File: config.mk
export PLATFORM = sky130hd
export DESIGN_NAME = mse_ram
export DESIGN_NICKNAME = d
export VERILOG_FILES = /design/src/sv/mse_ram.sv
export SDC_FILE = /design/constraint.sdc
export NUM_CORES = 2
export LEC_CHECK = 0
export BUFFER_PORTS_ARGS = -buffer_cell sky130_fd_sc_hd__buf_4
export CORE_ASPECT_RATIO = 1.2
export CORE_MARGIN = 10
export CORE_UTILIZATION = 50
export DETAILED_ROUTE_END_ITERATION = 12
export HOLD_SLACK_MARGIN = 0.08
export MAX_ROUTING_LAYER = met4
export PLACE_DENSITY = 0.74
export REMOVE_ABC_BUFFERS = 1
export SLEW_MARGIN = 20
export SYNTH_ARGS = -nofsm -noshare
export SYNTH_HDL_FRONTEND = slang
export SYNTH_SLANG_ARGS = --single-unit
File: constraint.sdc
create_clock -name clk -period 3.7 [get_ports clk]
set_clock_uncertainty 0.15 [all_clocks]
set_input_delay 0.185 -clock clk [delete_from_list [all_inputs] [get_ports clk]]
set_output_delay 0.185 -clock clk [all_outputs]
set_load 0.05 [all_outputs]
File: src/sv/mse_ram.sv
// Run buffer: one write port and two registered read ports.
// No package dependency.
`timescale 1ns / 1ps
`default_nettype none

module mse_ram #(
	parameter int DEPTH = 64,
	parameter int WIDTH = 32,
	parameter int AW    = $clog2(DEPTH)
) (
	input  wire logic             clk,
	input  wire logic             we,
	input  wire logic [AW-1:0]    waddr,
	input  wire logic [WIDTH-1:0] wdata,
	input  wire logic [AW-1:0]    raddr0,
	input  wire logic [AW-1:0]    raddr1,
	output logic      [WIDTH-1:0] rdata0,
	output logic      [WIDTH-1:0] rdata1
);

	logic [WIDTH-1:0] mem [DEPTH];

	always_ff @(posedge clk) begin
		if (we) begin
			mem[waddr] <= wdata;
		end
		rdata0 <= mem[raddr0];
		rdata1 <= mem[raddr1];
	end

endmodule

`default_nettype wire

==> results.cfg <==
[placed_design]
gp_congestion = 0.866
port-buffer-count = 115
dpl.cell_count = 6948
hpwlAfterDp_um = 166000

[synth]
synth_fa_ha_area_share_pct = 0
synth_seq_area_share_pct = 65.6
yosys_warnings = 0
synth.area.mux_share_pct = 29.0
synth_compound_area_share_pct = 2.39
ys.flop_type = edfxtp_1
synth-seq-cells = 2112
yosysUniqueCellTypes = 38
synth_top_family_by_area = multiplexers
syn-instance-count = 4412
synth-xor-area-share_pct = 0
synth_simple_gate_area_share_pct = 1.13
async_reset_ff_share_pct = 0
synth_edf_count = 2048
synth_area_per_cell_um2 = 21.7
netlist_area_mm2 = 0.0957

[setup_path]
crit_path_end_kind = flop
crit_type = input pin to flop
max_stage_delay_ps = 590
crit_top_cell = dlygate4sd3_1
path_buf_inv = 6
worstPathArrival_ps = 4010
required_ps = 4290
critical_path.cell_chain = dlygate4sd3_1 -> buf_8 -> buf_12 -> buf_4 -> mux4_2 -> mux4_2 -> a22oi_1 -> dlygate4sd3_1 -> nand2_1 -> dlygate4sd3_1
worstPathMaxFanout = 35
startpoint_type = input pin
critPathSlowestCell = mux4_2
cp_top_family = buffers and inverters

[global_route]
overflow = 0
first_global_vias = 54286
gr-usage-all-layers_pct = 28.1
grt_pass1_wl_um = 407000
grt_max_degree = 90
antenna_found_initial = 15

[clock_tree]
cts-root-buf = clkbuf_16
htreeDepth = 4
numCtsBuffers = 197
path_clk_slew_ps = 60
clock_latency_ps = 860
clk_path_buf_depth = 3
cts_tree = built
cts_setup_buffers = 0
clock_sinks = 2112

[sta]
slew-limit-headroom_pct = 26.9
min_period_ps = 3410
tns_ps = 0
worst_slew_pin_slew_ps = 1090
hold_viol = 0
finalMaxSlewViolations = 0
finalCritPeriodShare_pct = 92.3
max_freq_mhz = 293
setup_viol = 0
rsz0062_at_grt = no

[layout]
layout.nets = 4773
drive_above_1_share_pct = 39.2
nFillCells = 13249
area_growth_pct = 13.7
finalNonFillerCells = 7386

[detailed_routing]
postRouteAntennaNets = 0
wl_per_cell_um = 38.7
routed_via_density = 7.23
wirelength_um = 286000
route.detailed.drc = 0
dr.pass1.iters = 8
vias = 53369
drt_iter0_drc = 8194

[floorplan]
pin_count = 116
dieArea_mm2 = 0.209
core_area_mm2 = 0.190
initial_core_util_pct = 50.4
rows = 175
die_h_um = 499
die_x_um = 419

[min_path]
min_path_type = input pin to flop

[outcome]
status = finished, final reports clean

[power]
p_leak_nw = 34.2
powerDensity_mw_per_mm2 = 475
max-vdd-ir-drop_uv = 510

[flow_run]
cap_viol_max_count = 0
[worst reg2reg max path, stage by stage (launching register included)]
cell	delay (ps)
edfxtp_1	400
mux4_2	500
mux4_2	570
a22oi_1	210
dlygate4sd3_1	570
nand2_1	50
dlygate4sd3_1	560
[synth_stat cells (8+ instances only)]
master / instances / area [µm²]
edfxtp_1: 2048 / 61500
mux4_2: 1124 / 25300
mux2i_1: 204 / 2040
clkbuf_1: 135 / 507
buf_2: 121 / 606
nor2_1: 94 / 353
nand2_1: 93 / 349
a22oi_1: 85 / 638
dfxtp_1: 64 / 1280
a21oi_1: 58 / 290
o22ai_1: 56 / 350
buf_4: 55 / 413
mux2_2: 36 / 405
o21ai_1: 31 / 155
o211ai_1: 27 / 203
buf_1: 25 / 93.8
nor2b_1: 19 / 119
o21ai_0: 18 / 90.1
o221ai_1: 16 / 140
a211oi_1: 15 / 113
a221oi_1: 13 / 114
buf_6: 11 / 124
a32oi_1: 9 / 78.8
nand3_1: 9 / 45.0
o32a_1: 9 / 90.1
nand2b_1: 8 / 50.1
[placed cells by master, fill, tap and decap left out, types with 6 or more instances in the layout]
master         Yosys  final
nor2b_1           19     16
nand3b_1           6      6
clkinvlp_4         0      6
bufinv_16          0     14
buf_12             0    104
mux2i_1          204    204
mux2_2            36     36
nand2_1           93     92
dfxtp_1           64     64
clkbuf_8           0     12
nor2_4             0     63
mux4_2          1124   1124
o221ai_1          16     16
o21ai_1           31     31
buf_4             55    294
a21oi_1           58     58
inv_6              0      6
a221oi_1          13     13
edfxtp_1        2048   2048
dlygate4sd3_1      0     52
clkinv_1           0     29
o22ai_1           56     56
nor2_1            94     31
o211ai_1          27     27
o32a_1             9      9
a22oi_1           85     85
nand3_1            9      9
clkbuf_16          0    202
o21ai_0           18     18
a32oi_1            9      9
clkbuf_1         135     63
nand2b_1           8      7
clkinv_2           0     32
buf_8              0      6
diode_2            0     16
a211oi_1          15     15
[routing by layer]
layer,vias to the layer above,wire length [µm],GRT usage (%)
met4,0,15000,12.2
li1,20142,-,-
met2,4036,139000,43.8
met1,28415,96300,35.6
met3,776,35300,6.51
met5,-,0,-
[repair_timing]
action / CTS / global route
hold endpoints to repair: 2439 / 0
gates resized for setup: 0 / 0
hold buffers: 52 / 0
[area by class of cell]
cell class | instances | area (µm²) | area share, %
Clock inverter | 93 | 873 | 0.803
Tap cell | 2478 | 3100 | 2.85
Inverter | 1 | 3.75 | 0.00345
Multi-Input combinational cell | 1952 | 31600 | 29.1
Timing Repair Buffer | 457 | 4910 | 4.51
Sequential cell | 2112 | 62800 | 57.7
Antenna cell | 16 | 40.0 | 0.0368
Clock buffer | 277 | 5460 | 5.01
[registers in the layout (all words and copies together) (netlist names)]
signal  flops
rdata0     32
mem      2048
rdata1     32
[path summary, 6_finish.rpt]
check                                          to  depth (start not counted)                  from  slack (ps)
worst max-delay path            rdata1[2]$_DFF_P_                         10             raddr1[2]         290
worst min register to register  rdata0[5]$_DFF_P_                          5  mem[16][5]$_DFFE_PP_         750
worst max register to register  rdata1[2]$_DFF_P_                          6  mem[39][2]$_DFFE_PP_         610
worst min-delay path            rdata0[2]$_DFF_P_                          3             raddr0[4]         170
[through the flow]
step / area, µm² / hold WS, ps / power, W / util, % / setup slack [ps]
2_1_floorplan: 93900 / 127 / 0.0293 / - / 316
3_3_place_gp: 102000 / 452 / 0.0318 / 53.7 / 443
3_5_place_dp: 102000 / 460 / 0.0319 / 53.7 / 420
4_1_cts: 109000 / 113 / 0.0518 / 57.3 / 357
5_1_grt: 109000 / 167 / 0.0530 / 57.3 / 211
6_report: 109000 / 172 / 0.0517 / 57.3 / 285
[cells by family (layout without fill, tap and decap cells)]
group | Yosys count | after routing
other | 0 | 16
AO/OA/AOI/OAI | 340 | 340
flip-flops | 2112 | 2112
buffers and inverters | 348 | 828
multiplexers | 1364 | 1364
AND/OR/NAND/NOR | 248 | 248
[power breakdown]
part	total, W	leakage (nW)	switching, W	internal, W
Combinational	0.00481	12.2	0.00283	0.00197
Clock	0.0202	3.09	0.00889	0.0113
Sequential	0.0267	19.0	0.000214	0.0265
Total	0.0517	34.2	0.0119	0.0397
Power figures use the tool's default switching activity.
