### config.mk
export PLATFORM = sky130hd
export DESIGN_NAME = mse_seq_flat
export DESIGN_NICKNAME = d
export VERILOG_FILES = /design/src/sv/mse_pkg.sv /design/src/sv/mse_if.sv /design/src/sv/mse_seq.sv /design/src/flat_wrapper.sv
export SDC_FILE = /design/constraint.sdc
export NUM_CORES = 1
export LEC_CHECK = 0
export BUFFER_PORTS_ARGS = -buffer_cell sky130_fd_sc_hd__buf_2
export CAP_MARGIN = 20
export CELL_PAD_IN_SITES_DETAIL_PLACEMENT = 1
export CELL_PAD_IN_SITES_GLOBAL_PLACEMENT = 1
export CORE_MARGIN = 4
export CORE_UTILIZATION = 40
export DETAILED_ROUTE_END_ITERATION = 6
export GPL_ROUTABILITY_DRIVEN = 0
export PLACE_DENSITY = 0.86
export SLEW_MARGIN = 20
export SYNTH_ARGS = -nofsm -noshare
export SYNTH_HDL_FRONTEND = slang
export SYNTH_SLANG_ARGS = --single-unit
### constraint.sdc
create_clock -name clk -period 7.54 [get_ports clk]
set_clock_uncertainty 0.2 [all_clocks]
set_input_delay 1.508 -clock clk [delete_from_list [all_inputs] [get_ports clk]]
set_output_delay 1.508 -clock clk [all_outputs]
set_load 0.01 [all_outputs]
### src/sv/mse_pkg.sv
// Shared types for the merge sort engine.
// No dependencies; every other file of the block but mse_ram imports this package.
`timescale 1ns / 1ps
`default_nettype none

package mse_pkg;

	// Sequencer phases: fill buffer A, set up a pass, merge runs, stream out.
	typedef enum logic [1:0] {
		ST_LOAD,
		ST_PREP,
		ST_MERGE,
		ST_EMIT
	} mse_state_t;

	localparam int unsigned FIELD_WIDTH = 32;

endpackage

`default_nettype wire

### src/sv/mse_if.sv
// Valid/ready channels of the merge sort engine: load beats in, sorted beats out.
// Depends on mse_pkg for the field width.
`timescale 1ns / 1ps
`default_nettype none

interface mse_in_if;
	import mse_pkg::*;
	logic                          valid;
	logic                          ready;
	logic signed [FIELD_WIDTH-1:0] value;
	logic                          last;

	modport source (output valid, output value, output last, input ready);
	modport sink (input valid, input value, input last, output ready);
endinterface

interface mse_out_if;
	import mse_pkg::*;
	logic                          valid;
	logic                          ready;
	logic signed [FIELD_WIDTH-1:0] sorted_value;
	logic                          last_out;

	modport source (output valid, output sorted_value, output last_out, input ready);
	modport sink (input valid, input sorted_value, input last_out, output ready);
endinterface

`default_nettype wire

### src/sv/mse_seq.sv
// Sequencer of the merge sort engine: load, bottom-up merge passes, emit stage.
// Depends on mse_pkg and mse_if; drives the two run buffers in the top level.
`timescale 1ns / 1ps
`default_nettype none

module mse_seq #(
	parameter int MAX_ITEMS  = 64,
	parameter int DATA_WIDTH = 32,
	parameter int AW         = $clog2(MAX_ITEMS)
) (
	input  wire logic                  clk,
	input  wire logic                  arst_n,
	mse_in_if.sink                     load,
	mse_out_if.source                  result,
	output logic                       a_we,
	output logic                       b_we,
	output logic [AW-1:0]              waddr,
	output logic [DATA_WIDTH-1:0]      wdata,
	output logic [AW-1:0]              raddr_i,
	output logic [AW-1:0]              raddr_j,
	input  wire logic [DATA_WIDTH-1:0] a_rd_i,
	input  wire logic [DATA_WIDTH-1:0] a_rd_j,
	input  wire logic [DATA_WIDTH-1:0] b_rd_i,
	input  wire logic [DATA_WIDTH-1:0] b_rd_j
);

	import mse_pkg::*;

	localparam int CW = $clog2(MAX_ITEMS + 1);
	localparam int SW = CW + 1;
	localparam int XW = (DATA_WIDTH > FIELD_WIDTH) ? DATA_WIDTH : FIELD_WIDTH;
	localparam logic [CW-1:0] CNT_MAX = CW'(MAX_ITEMS);

	function automatic logic [CW-1:0] clamp_n(input logic [SW-1:0] sum,
		input logic [CW-1:0] n);
		if (sum < {1'b0, n}) begin
			clamp_n = sum[CW-1:0];
		end else begin
			clamp_n = n;
		end
	endfunction

	mse_state_t state_q, state_d;
	logic [CW-1:0] cnt_q, cnt_d;
	logic [SW-1:0] width_q, width_d;
	logic          in_a_q, in_a_d;
	logic [CW-1:0] i_q, i_d, j_q, j_d, k_q, k_d, mid_q, mid_d, hi_q, hi_d;
	logic [CW-1:0] mid_run;

	logic                          ovalid_q;
	logic signed [FIELD_WIDTH-1:0] odata_q;
	logic                          olast_q;

	logic [DATA_WIDTH-1:0] ri, rj, merge_d, load_data;
	logic signed [XW-1:0]  in_ext, out_ext;
	logic [CW-1:0]         cnt_inc, i_inc, j_inc, k_inc;
	logic                  load_fire, load_end, take_j, run_end, pass_end;
	logic                  sorted, emit_fire, emit_end;

	// Heads of the source runs; the final result sits in the source buffer too.
	assign ri = in_a_q ? a_rd_i : b_rd_i;
	assign rj = in_a_q ? a_rd_j : b_rd_j;

	assign in_ext    = XW'(load.value);
	assign load_data = in_ext[DATA_WIDTH-1:0];
	assign out_ext   = XW'($signed(ri));

	assign cnt_inc = cnt_q + CW'(1);
	assign i_inc   = i_q + CW'(1);
	assign j_inc   = j_q + CW'(1);
	assign k_inc   = k_q + CW'(1);

	assign load.ready = (state_q == ST_LOAD);
	assign load_fire  = load.valid && load.ready;
	// A full buffer ends the set even without the last flag.
	assign load_end   = load_fire && (load.last || cnt_inc == CNT_MAX);

	// Left head wins ties, which keeps the sort stable.
	assign take_j  = (j_q < hi_q) && ((i_q >= mid_q) || ($signed(rj) < $signed(ri)));
	assign merge_d = take_j ? rj : ri;
	assign run_end  = (k_inc == hi_q);
	assign pass_end = run_end && (hi_q == cnt_q);
	assign sorted   = (width_q >= {1'b0, cnt_q});
	assign mid_run  = clamp_n({1'b0, hi_q} + width_q, cnt_q);

	assign emit_fire = (state_q == ST_EMIT) && (!ovalid_q || result.ready);
	assign emit_end  = emit_fire && (i_inc == cnt_q);

	always_comb begin
		state_d = state_q;
		case (state_q)
			ST_LOAD: begin
				if (load_end) begin
					state_d = ST_PREP;
				end
			end
			ST_PREP: begin
				state_d = sorted ? ST_EMIT : ST_MERGE;
			end
			ST_MERGE: begin
				if (pass_end) begin
					state_d = ST_PREP;
				end
			end
			ST_EMIT: begin
				if (emit_end) begin
					state_d = ST_LOAD;
				end
			end
			default: begin
				state_d = ST_LOAD;
			end
		endcase
	end

	// Index updates; read addresses follow the next indices so that the
	// registered read data matches the indices of the coming cycle.
	always_comb begin
		cnt_d   = cnt_q;
		width_d = width_q;
		in_a_d  = in_a_q;
		i_d     = i_q;
		j_d     = j_q;
		k_d     = k_q;
		mid_d   = mid_q;
		hi_d    = hi_q;
		case (state_q)
			ST_LOAD: begin
				if (load_fire) begin
					cnt_d = cnt_inc;
				end
				if (load_end) begin
					width_d = SW'(1);
					in_a_d  = 1'b1;
				end
			end
			ST_PREP: begin
				i_d   = '0;
				k_d   = '0;
				mid_d = clamp_n(width_q, cnt_q);
				j_d   = mid_d;
				hi_d  = clamp_n({1'b0, mid_d} + width_q, cnt_q);
			end
			ST_MERGE: begin
				k_d = k_inc;
				if (take_j) begin
					j_d = j_inc;
				end else begin
					i_d = i_inc;
				end
				if (pass_end) begin
					width_d = width_q << 1;
					in_a_d  = !in_a_q;
				end else if (run_end) begin
					i_d   = hi_q;
					mid_d = mid_run;
					j_d   = mid_run;
					hi_d  = clamp_n({1'b0, mid_run} + width_q, cnt_q);
				end
			end
			ST_EMIT: begin
				if (emit_fire) begin
					i_d = i_inc;
				end
				if (emit_end) begin
					cnt_d = '0;
				end
			end
			default: begin
				cnt_d = '0;
			end
		endcase
	end

	always_comb begin
		a_we    = load_fire || ((state_q == ST_MERGE) && !in_a_q);
		b_we    = (state_q == ST_MERGE) && in_a_q;
		waddr   = (state_q == ST_LOAD) ? cnt_q[AW-1:0] : k_q[AW-1:0];
		wdata   = (state_q == ST_LOAD) ? load_data : merge_d;
		raddr_i = i_d[AW-1:0];
		raddr_j = j_d[AW-1:0];
	end

	always_ff @(posedge clk or negedge arst_n) begin
		if (!arst_n) begin
			state_q  <= ST_LOAD;
			cnt_q    <= '0;
			width_q  <= '0;
			in_a_q   <= 1'b1;
			i_q      <= '0;
			j_q      <= '0;
			k_q      <= '0;
			mid_q    <= '0;
			hi_q     <= '0;
			ovalid_q <= 1'b0;
		end else begin
			state_q <= state_d;
			cnt_q   <= cnt_d;
			width_q <= width_d;
			in_a_q  <= in_a_d;
			i_q     <= i_d;
			j_q     <= j_d;
			k_q     <= k_d;
			mid_q   <= mid_d;
			hi_q    <= hi_d;
			if (emit_fire) begin
				ovalid_q <= 1'b1;
			end else if (result.ready) begin
				ovalid_q <= 1'b0;
			end
		end
	end

	always_ff @(posedge clk) begin
		if (emit_fire) begin
			odata_q <= out_ext[FIELD_WIDTH-1:0];
			olast_q <= (i_inc == cnt_q);
		end
	end

	assign result.valid        = ovalid_q;
	assign result.sorted_value = odata_q;
	assign result.last_out     = olast_q;

endmodule

`default_nettype wire

### src/flat_wrapper.sv
// flat-port wrapper written by rule: the top's interface ports become plain ports
module mse_seq_flat import mse_pkg::*;
#(
	parameter int MAX_ITEMS  = 64,
	parameter int DATA_WIDTH = 32,
	parameter int AW         = $clog2(MAX_ITEMS)
)
  (clk, arst_n, a_we, b_we, waddr, wdata, raddr_i, raddr_j, a_rd_i, a_rd_j, b_rd_i, b_rd_j, load_valid, load_value, load_last, load_ready, result_valid, result_sorted_value, result_last_out, result_ready);
  mse_in_if load_i ();
  mse_out_if result_i ();
  input  wire logic clk;
  input  wire logic arst_n;
  output logic a_we;
  output logic b_we;
  output logic [AW-1:0] waddr;
  output logic [DATA_WIDTH-1:0] wdata;
  output logic [AW-1:0] raddr_i;
  output logic [AW-1:0] raddr_j;
  input  wire logic [DATA_WIDTH-1:0] a_rd_i;
  input  wire logic [DATA_WIDTH-1:0] a_rd_j;
  input  wire logic [DATA_WIDTH-1:0] b_rd_i;
  input  wire logic [DATA_WIDTH-1:0] b_rd_j;
  input wire logic [$bits(load_i.valid)-1:0] load_valid;
  input wire logic [$bits(load_i.value)-1:0] load_value;
  input wire logic [$bits(load_i.last)-1:0] load_last;
  output wire logic [$bits(load_i.ready)-1:0] load_ready;
  output wire logic [$bits(result_i.valid)-1:0] result_valid;
  output wire logic [$bits(result_i.sorted_value)-1:0] result_sorted_value;
  output wire logic [$bits(result_i.last_out)-1:0] result_last_out;
  input wire logic [$bits(result_i.ready)-1:0] result_ready;
  assign load_i.valid = load_valid;
  assign load_i.value = load_value;
  assign load_i.last = load_last;
  assign load_ready = load_i.ready;
  assign result_valid = result_i.valid;
  assign result_sorted_value = result_i.sorted_value;
  assign result_last_out = result_i.last_out;
  assign result_i.ready = result_ready;
  mse_seq #(.MAX_ITEMS(MAX_ITEMS), .DATA_WIDTH(DATA_WIDTH), .AW(AW)) u_core (.clk(clk), .arst_n(arst_n), .load(load_i), .result(result_i), .a_we(a_we), .b_we(b_we), .waddr(waddr), .wdata(wdata), .raddr_i(raddr_i), .raddr_j(raddr_j), .a_rd_i(a_rd_i), .a_rd_j(a_rd_j), .b_rd_i(b_rd_i), .b_rd_j(b_rd_j));
endmodule
==> summary.txt, run 1 <==
# Max-Cap Violations - 0
Top-area cell type share of the netlist area - 15.2%
Critical Path Fanout Max - 30
Hpwl dp - 26500 microns
Cell count of the worst reg-to-reg path - 28
Switch share - 53.2%
Fraction of layout cells with a size suffix above 1 - 30.9%
Sequential share of power - 15.0%
Port buffer count - 251
Worst vdd ir - 0.260 mV
Storage cell area - 2340 sq um
Die height - 156 microns
Nets - 1473
Ys async rst share - 62.1%
Post-Syn Area - 8720 sq um
Arrival time worst endpoint - 5.09 ns
Hold Violations, Final - 0
Drt first pass iters - 6
Clk root buf - clkbuf_16
Leading area contributor after synthesis - dfrtp_1
Sink Count - 87
Flops & latches, synth - 87
Clock power share - 8.2%
Synth Instances - 989
Post-synth EDFFs - 33
Most common cell after layout, fill and taps aside - buf_2
Placed Cells - 1471
Die width - 156 microns
# rows - 53
Syn Area/Cell - 8.82 sq um
Grt ovf - 0
Kind of end point of the critical path - output port
Part of the Yosys area used for sequential elements - 26.9%
Die area - 24200 sq um
Finished Layout Cells - 1489
First-pass GRT wire length - 50800 microns
CORE AREA - 21200 sq um
Status - finished, final reports clean
Main synth FF type - dfrtp_1
Via count - 8606
Net count after synthesis - 1255
Longest Clk Path Bufs - 2
Pint - 2.79 mW
Antenna-violating nets left - 0
Routed len/inst - 22.4 microns
DP Area - 10100 sq um
Post-cts sizing count - 0
Crit path kind - register to output port
Routed Wire Length - 33400 microns
HP Class - register to register
DRC Markers - 0
Hold path cells - 2
Worst Path Required - 5.83 ns
Multi-input gate area in the final layout - 5790 sq um
Starting Density - 41.1%
Final setup viols - 0
FF-to-FF setup slack - 0.77 ns
Vias/cell - 5.78
Total I/O pin count - 252
GRT Overall Usage - 26.6%
Clock buffer count from CTS - 9
Pwr Density - 572 nW/um^2
Synth warn - 0
Switching power - 3.18 mW
Worst-Margin Slew - 0.966 ns
Cts hold-fix bufs - 0
Initial DRC count - 613
Fin area - 10400 sq um
Filler cells - 2586
CTS tree - built
Tmin final - 6.80 ns
Post-route clock period utilization - 90.2%
Largest net degree at the start of global routing - 90
Most frequent cells in the layout - 251 x buf_2, 111 x nand2_1, 97 x ha_1, 88 x o21ai_0, 78 x mux2_2
Max Transition Viols Final - 0
Leak - 5.11 nW
Achievable frequency - 0.147 GHz
Area grow syn2layout - 19.7%
Combinational power share - 76.8%
Fin util - 49.2%
Postcts setup bufs - 0
Setup crit start kind - register
Yosys cell types - 71
Number of global-route vias before repair - 9217
Clock latency on the worst-skew pair - 0.36 ns
Synth top area cells - dfrtp_1 15%, ha_1 14%, edfxtp_1 11%
CTS clk-pin slew, worst paths - 0.07 ns
RSZ-0062 raised after global routing - false
# H-tree levels - 3
Initial antenna violation count - 3
Setup TNS Final - 0 ns
Slew Limit Headroom - 35.6%
-- path summary, 6_finish.rpt --
check | start | endpoint
max | u_core.in_a_q$_DFFE_PN1P_ | raddr_i[3]
min | u_core.mid_q[6]$_DFFE_PN0P_ | u_core.mid_q[6]$_DFFE_PN0P_
max reg2reg | u_core.hi_q[0]$_DFFE_PN0P_ | u_core.hi_q[3]$_DFFE_PN0P_
min reg2reg | u_core.mid_q[6]$_DFFE_PN0P_ | u_core.mid_q[6]$_DFFE_PN0P_
max in group asynchronous | arst_n | u_core.i_q[3]$_DFF_PN0_
min in group asynchronous | arst_n | u_core.width_q[6]$_DFFE_PN0P_
-- sequential cells by signal, indices dropped and copies added, names as in the netlist --
register / cells
u_core.i_q: 7
u_core.width_q: 8
u_core.cnt_q: 7
u_core.hi_q: 7
u_core.mid_q: 7
u_core.result.valid: 1
u_core.k_q: 7
u_core.state_q: 2
u_core.j_q: 7
u_core.result.sorted_value: 32
u_core.in_a_q: 1
u_core.result.last_out: 1
-- area by class of cell --
cell class,instances,share of cell area (%)
Multi-Input combinational cell,767,55.4
Sequential cell,87,22.5
Timing Repair Buffer,266,13.1
Tap cell,275,3.30
Inverter,76,2.73
Clock buffer,9,2.16
Clock inverter,7,0.755
Antenna cell,2,0.0480
-- metrics by stage --
stage	total power, mW	hold WS [ns]	setup WS (ns)
2_1_floorplan	4.06	0.250	1.74
3_3_place_gp	5.21	0.267	0.853
3_5_place_dp	5.42	0.273	0.778
4_1_cts	5.96	0.294	0.707
6_report	5.97	0.289	0.740
5_1_grt	6.48	0.310	0.367
-- synthesized netlist by cell type (all sizes together) (4+ instances only) --
cell type / n
a221oi: 4
nor2: 41
xnor2: 33
ha: 98
a211oi: 11
and2: 4
clkbuf: 30
a22oi: 4
and3: 7
xor2: 13
nand4: 7
a21oi: 53
inv: 76
nand3: 24
dfrtp: 53
a21o: 12
nor2b: 11
mux2i: 41
nor3: 13
a31oi: 8
nor4: 5
o2111ai: 4
nand2b: 15
o31ai: 8
a22o: 11
o21ai: 94
o211ai: 9
o221ai: 5
buf: 29
edfxtp: 33
mux2: 78
nand2: 112
-- routing by layer --
metal  GRT usage [%]  part of all wire, %
met5               0                    0
met4            13.0                  4.7
met3            4.38                  6.3
met2            47.9                   50
met1            30.6                   39
-- worst max-delay path, cell delays in order (launching register included) --
cell and delay, ns:
dfstp_2 1.02, buf_4 0.31, mux2_2 0.37, ha_1 0.32, nand4_1 0.22, nor4_1 0.53
o2111ai_2 0.30, nand3_4 0.43, buf_4 0.48, nand2_1 0.15, mux2i_1 0.16, o211ai_1 0.21
buf_2 0.19
-- cell families (layout without fill, tap and decap cells) --
family | Yosys count | in the layout | synth area share (%)
mux | 119 | 119 | 14.8
flops | 87 | 87 | 26.9
other cells | 0 | 2 | 0
xor+xnor | 47 | 47 | 4.88
fa+ha+maj | 101 | 101 | 14.8
compound gates | 246 | 246 | 18.0
simple gates | 254 | 254 | 13.8
buf+inv | 135 | 358 | 6.92
-- power groups by stage --
stage	clock, mW	sequential [mW]	combinational [mW]
2_1_floorplan	0	0.824	3.23
3_3_place_gp	0	0.892	4.31
3_5_place_dp	0	0.903	4.52
4_1_cts	0.493	0.894	4.58
5_1_grt	0.509	0.920	5.05
6_report	0.488	0.898	4.59
No activity file was read; power rests on OpenSTA's default activity.
==> run 2: changes to the inputs <==
MAX_ROUTING_LAYER = met4   (was not set)
==> summary.txt, run 2 (same netlist as run 1, synthesis figures left out) <==
Status - finished, final reports clean (unchanged)
Filler cells - 2586 (unchanged)
Drt first pass iters - 5 (was 6)
CORE AREA - 21200 sq um (unchanged)
# rows - 53 (unchanged)
Tmin final - 6.82 ns (was 6.80 ns)
Fraction of layout cells with a size suffix above 1 - 30.9% (unchanged)
GRT Overall Usage - 27.4% (was 26.6%)
Kind of end point of the critical path - output port (unchanged)
Critical Path Fanout Max - 30 (unchanged)
Total I/O pin count - 252 (unchanged)
CTS tree - built (unchanged)
# Max-Cap Violations - 0 (unchanged)
Postcts setup bufs - 0 (unchanged)
Post-cts sizing count - 0 (unchanged)
Die width - 156 microns (unchanged)
Most common cell after layout, fill and taps aside - buf_2 (unchanged)
Cts hold-fix bufs - 0 (unchanged)
HP Class - register to register (unchanged)
Setup crit start kind - register (unchanged)
Worst Path Required - 5.83 ns (about the same)
Most frequent cells in the layout - 251 x buf_2, 111 x nand2_1, 97 x ha_1, 88 x o21ai_0, 78 x mux2_2 (unchanged)
Worst-Margin Slew - 0.963 ns (was 0.966 ns)
Routed Wire Length - 33500 microns (was 33400 microns)
Die area - 24200 sq um (unchanged)
CTS clk-pin slew, worst paths - 0.07 ns (about the same)
Clock latency on the worst-skew pair - 0.36 ns (about the same)
Number of global-route vias before repair - 9169 (was 9217)
# H-tree levels - 3 (unchanged)
Worst vdd ir - 0.259 mV (was 0.260 mV)
Slew Limit Headroom - 35.8% (was 35.6%)
Nets - 1473 (unchanged)
Vias/cell - 5.80 (was 5.78)
Antenna-violating nets left - 0 (unchanged)
Via count - 8637 (was 8606)
Leak - 5.11 nW (unchanged)
RSZ-0062 raised after global routing - false (unchanged)
Die height - 156 microns (unchanged)
CP max stage delay - 1.02 ns (about the same)
CP Cell Sequence - buf_4, mux2_2, inv_1, ha_1, nand4_1, o211ai_1, o221ai_1, o2111ai_1, a31oi_1, nand3_4, buf_4, mux2i_1, o21ai_0, buf_2 (was buf_4, mux2_2, ha_1, nand4_1, nor4_1, o2111ai_2, nand3_4, buf_4, nand2_1, mux2i_1, o211ai_1, buf_2)
Max Transition Viols Final - 0 (unchanged)
Sink Count - 87 (unchanged)
Achievable frequency - 0.147 GHz (about the same)
DRC Markers - 0 (unchanged)
Post-route clock period utilization - 90.5% (was 90.2%)
Longest Clk Path Bufs - 2 (unchanged)
Setup TNS Final - 0 ns (unchanged)
Port buffer count - 251 (unchanged)
Total power - 5.97 mW (about the same)
Hold Violations, Final - 0 (unchanged)
Grt ovf - 0 (unchanged)
Largest net degree at the start of global routing - 90 (unchanged)
Area grow syn2layout - 19.7% (unchanged)
Critical Path Most Common Cell - buf_4 (unchanged)
Clock buffer count from CTS - 9 (unchanged)
Clk root buf - clkbuf_16 (unchanged)
Starting Density - 41.1% (unchanged)
Initial antenna violation count - 3 (unchanged)
Routed len/inst - 22.5 microns (was 22.4 microns)
Final setup viols - 0 (unchanged)
Cell with the largest stage delay on the worst path - dfstp_2 (unchanged)
Pwr Density - 572 nW/um^2 (about the same)
Initial DRC count - 612 (was 613)
Hpwl dp - 26500 microns (unchanged)
Crit path kind - register to output port (unchanged)
Arrival time worst endpoint - 5.11 ns (was 5.09 ns)
First-pass GRT wire length - 50800 microns (about the same)
Max reg flops - 32 (unchanged)
==> run 2: area by class of cell <==
class	instances	area (sq um)	share of cell area, %
multi-input combinational	767	5790	55.4
sequential	87	2340	22.5
timing repair buffer	266	1370	13.1
tap	275	344	3.30
inverter	76	285	2.73
clock buffer	9	225	2.16
clock inverter	7	78.8	0.755
antenna	2	5.00	0.0480
==> run 2: stage by stage <==
stage	std cells	hold WS (ns)	area (sq um)	utilization, %	setup slack, ns
2_1_floorplan	989	0.250	8720	-	1.74
3_3_place_gp	1471	0.267	10100	47.7	0.853
3_5_place_dp	1471	0.273	10100	47.7	0.778
4_1_cts	1487	0.294	10400	49.2	0.707
5_1_grt	1489	0.310	10400	49.2	0.357
6_report	1489	0.289	10400	49.2	0.718
==> run 2: path summary, 6_finish.rpt <==
path	startpoint	endpoint	slack, ns	cells past startpoint
hold reg to reg	u_core.mid_q[5]$_DFFE_PN0P_	u_core.mid_q[5]$_DFFE_PN0P_	0.29	2
setup / recovery	u_core.in_a_q$_DFFE_PN1P_	wdata[10]	0.72	14
setup reg to reg	u_core.hi_q[0]$_DFFE_PN0P_	u_core.hi_q[3]$_DFFE_PN0P_	0.75	28
max in group asynchronous	arst_n	u_core.i_q[3]$_DFF_PN0_	5.53	2
hold / removal	u_core.mid_q[5]$_DFFE_PN0P_	u_core.mid_q[5]$_DFFE_PN0P_	0.29	2
min in group asynchronous	arst_n	u_core.width_q[6]$_DFFE_PN0P_	1.09	2
==> run 2: worst max-delay path: cells and delay by family, from the launching register on <==
family	cells	cell delay, ns
DFF	1	1.02
and+or+nand+nor	2	0.56
muxes	2	0.55
AOI/OAI and AO/OA	5	1.30
buffers and inverters	4	1.03
adders and majority gates	1	0.25
==> run 2: routing by layer <==
layer | global-route usage, % | wire length (microns) | vias up
met5 | - | 0 | -
met4 | 12.1 | 1370 | 0
met3 | 4.27 | 2170 | 81
met2 | 48.4 | 17000 | 343
met1 | 30.7 | 12900 | 4230
li1 | - | - | 3983
==> run 2: power by group <==
group	total (mW)	switching (mW)	internal (mW)
Clock	0.489	0.227	0.262
Sequential	0.897	0.217	0.680
Combinational	4.58	2.73	1.85
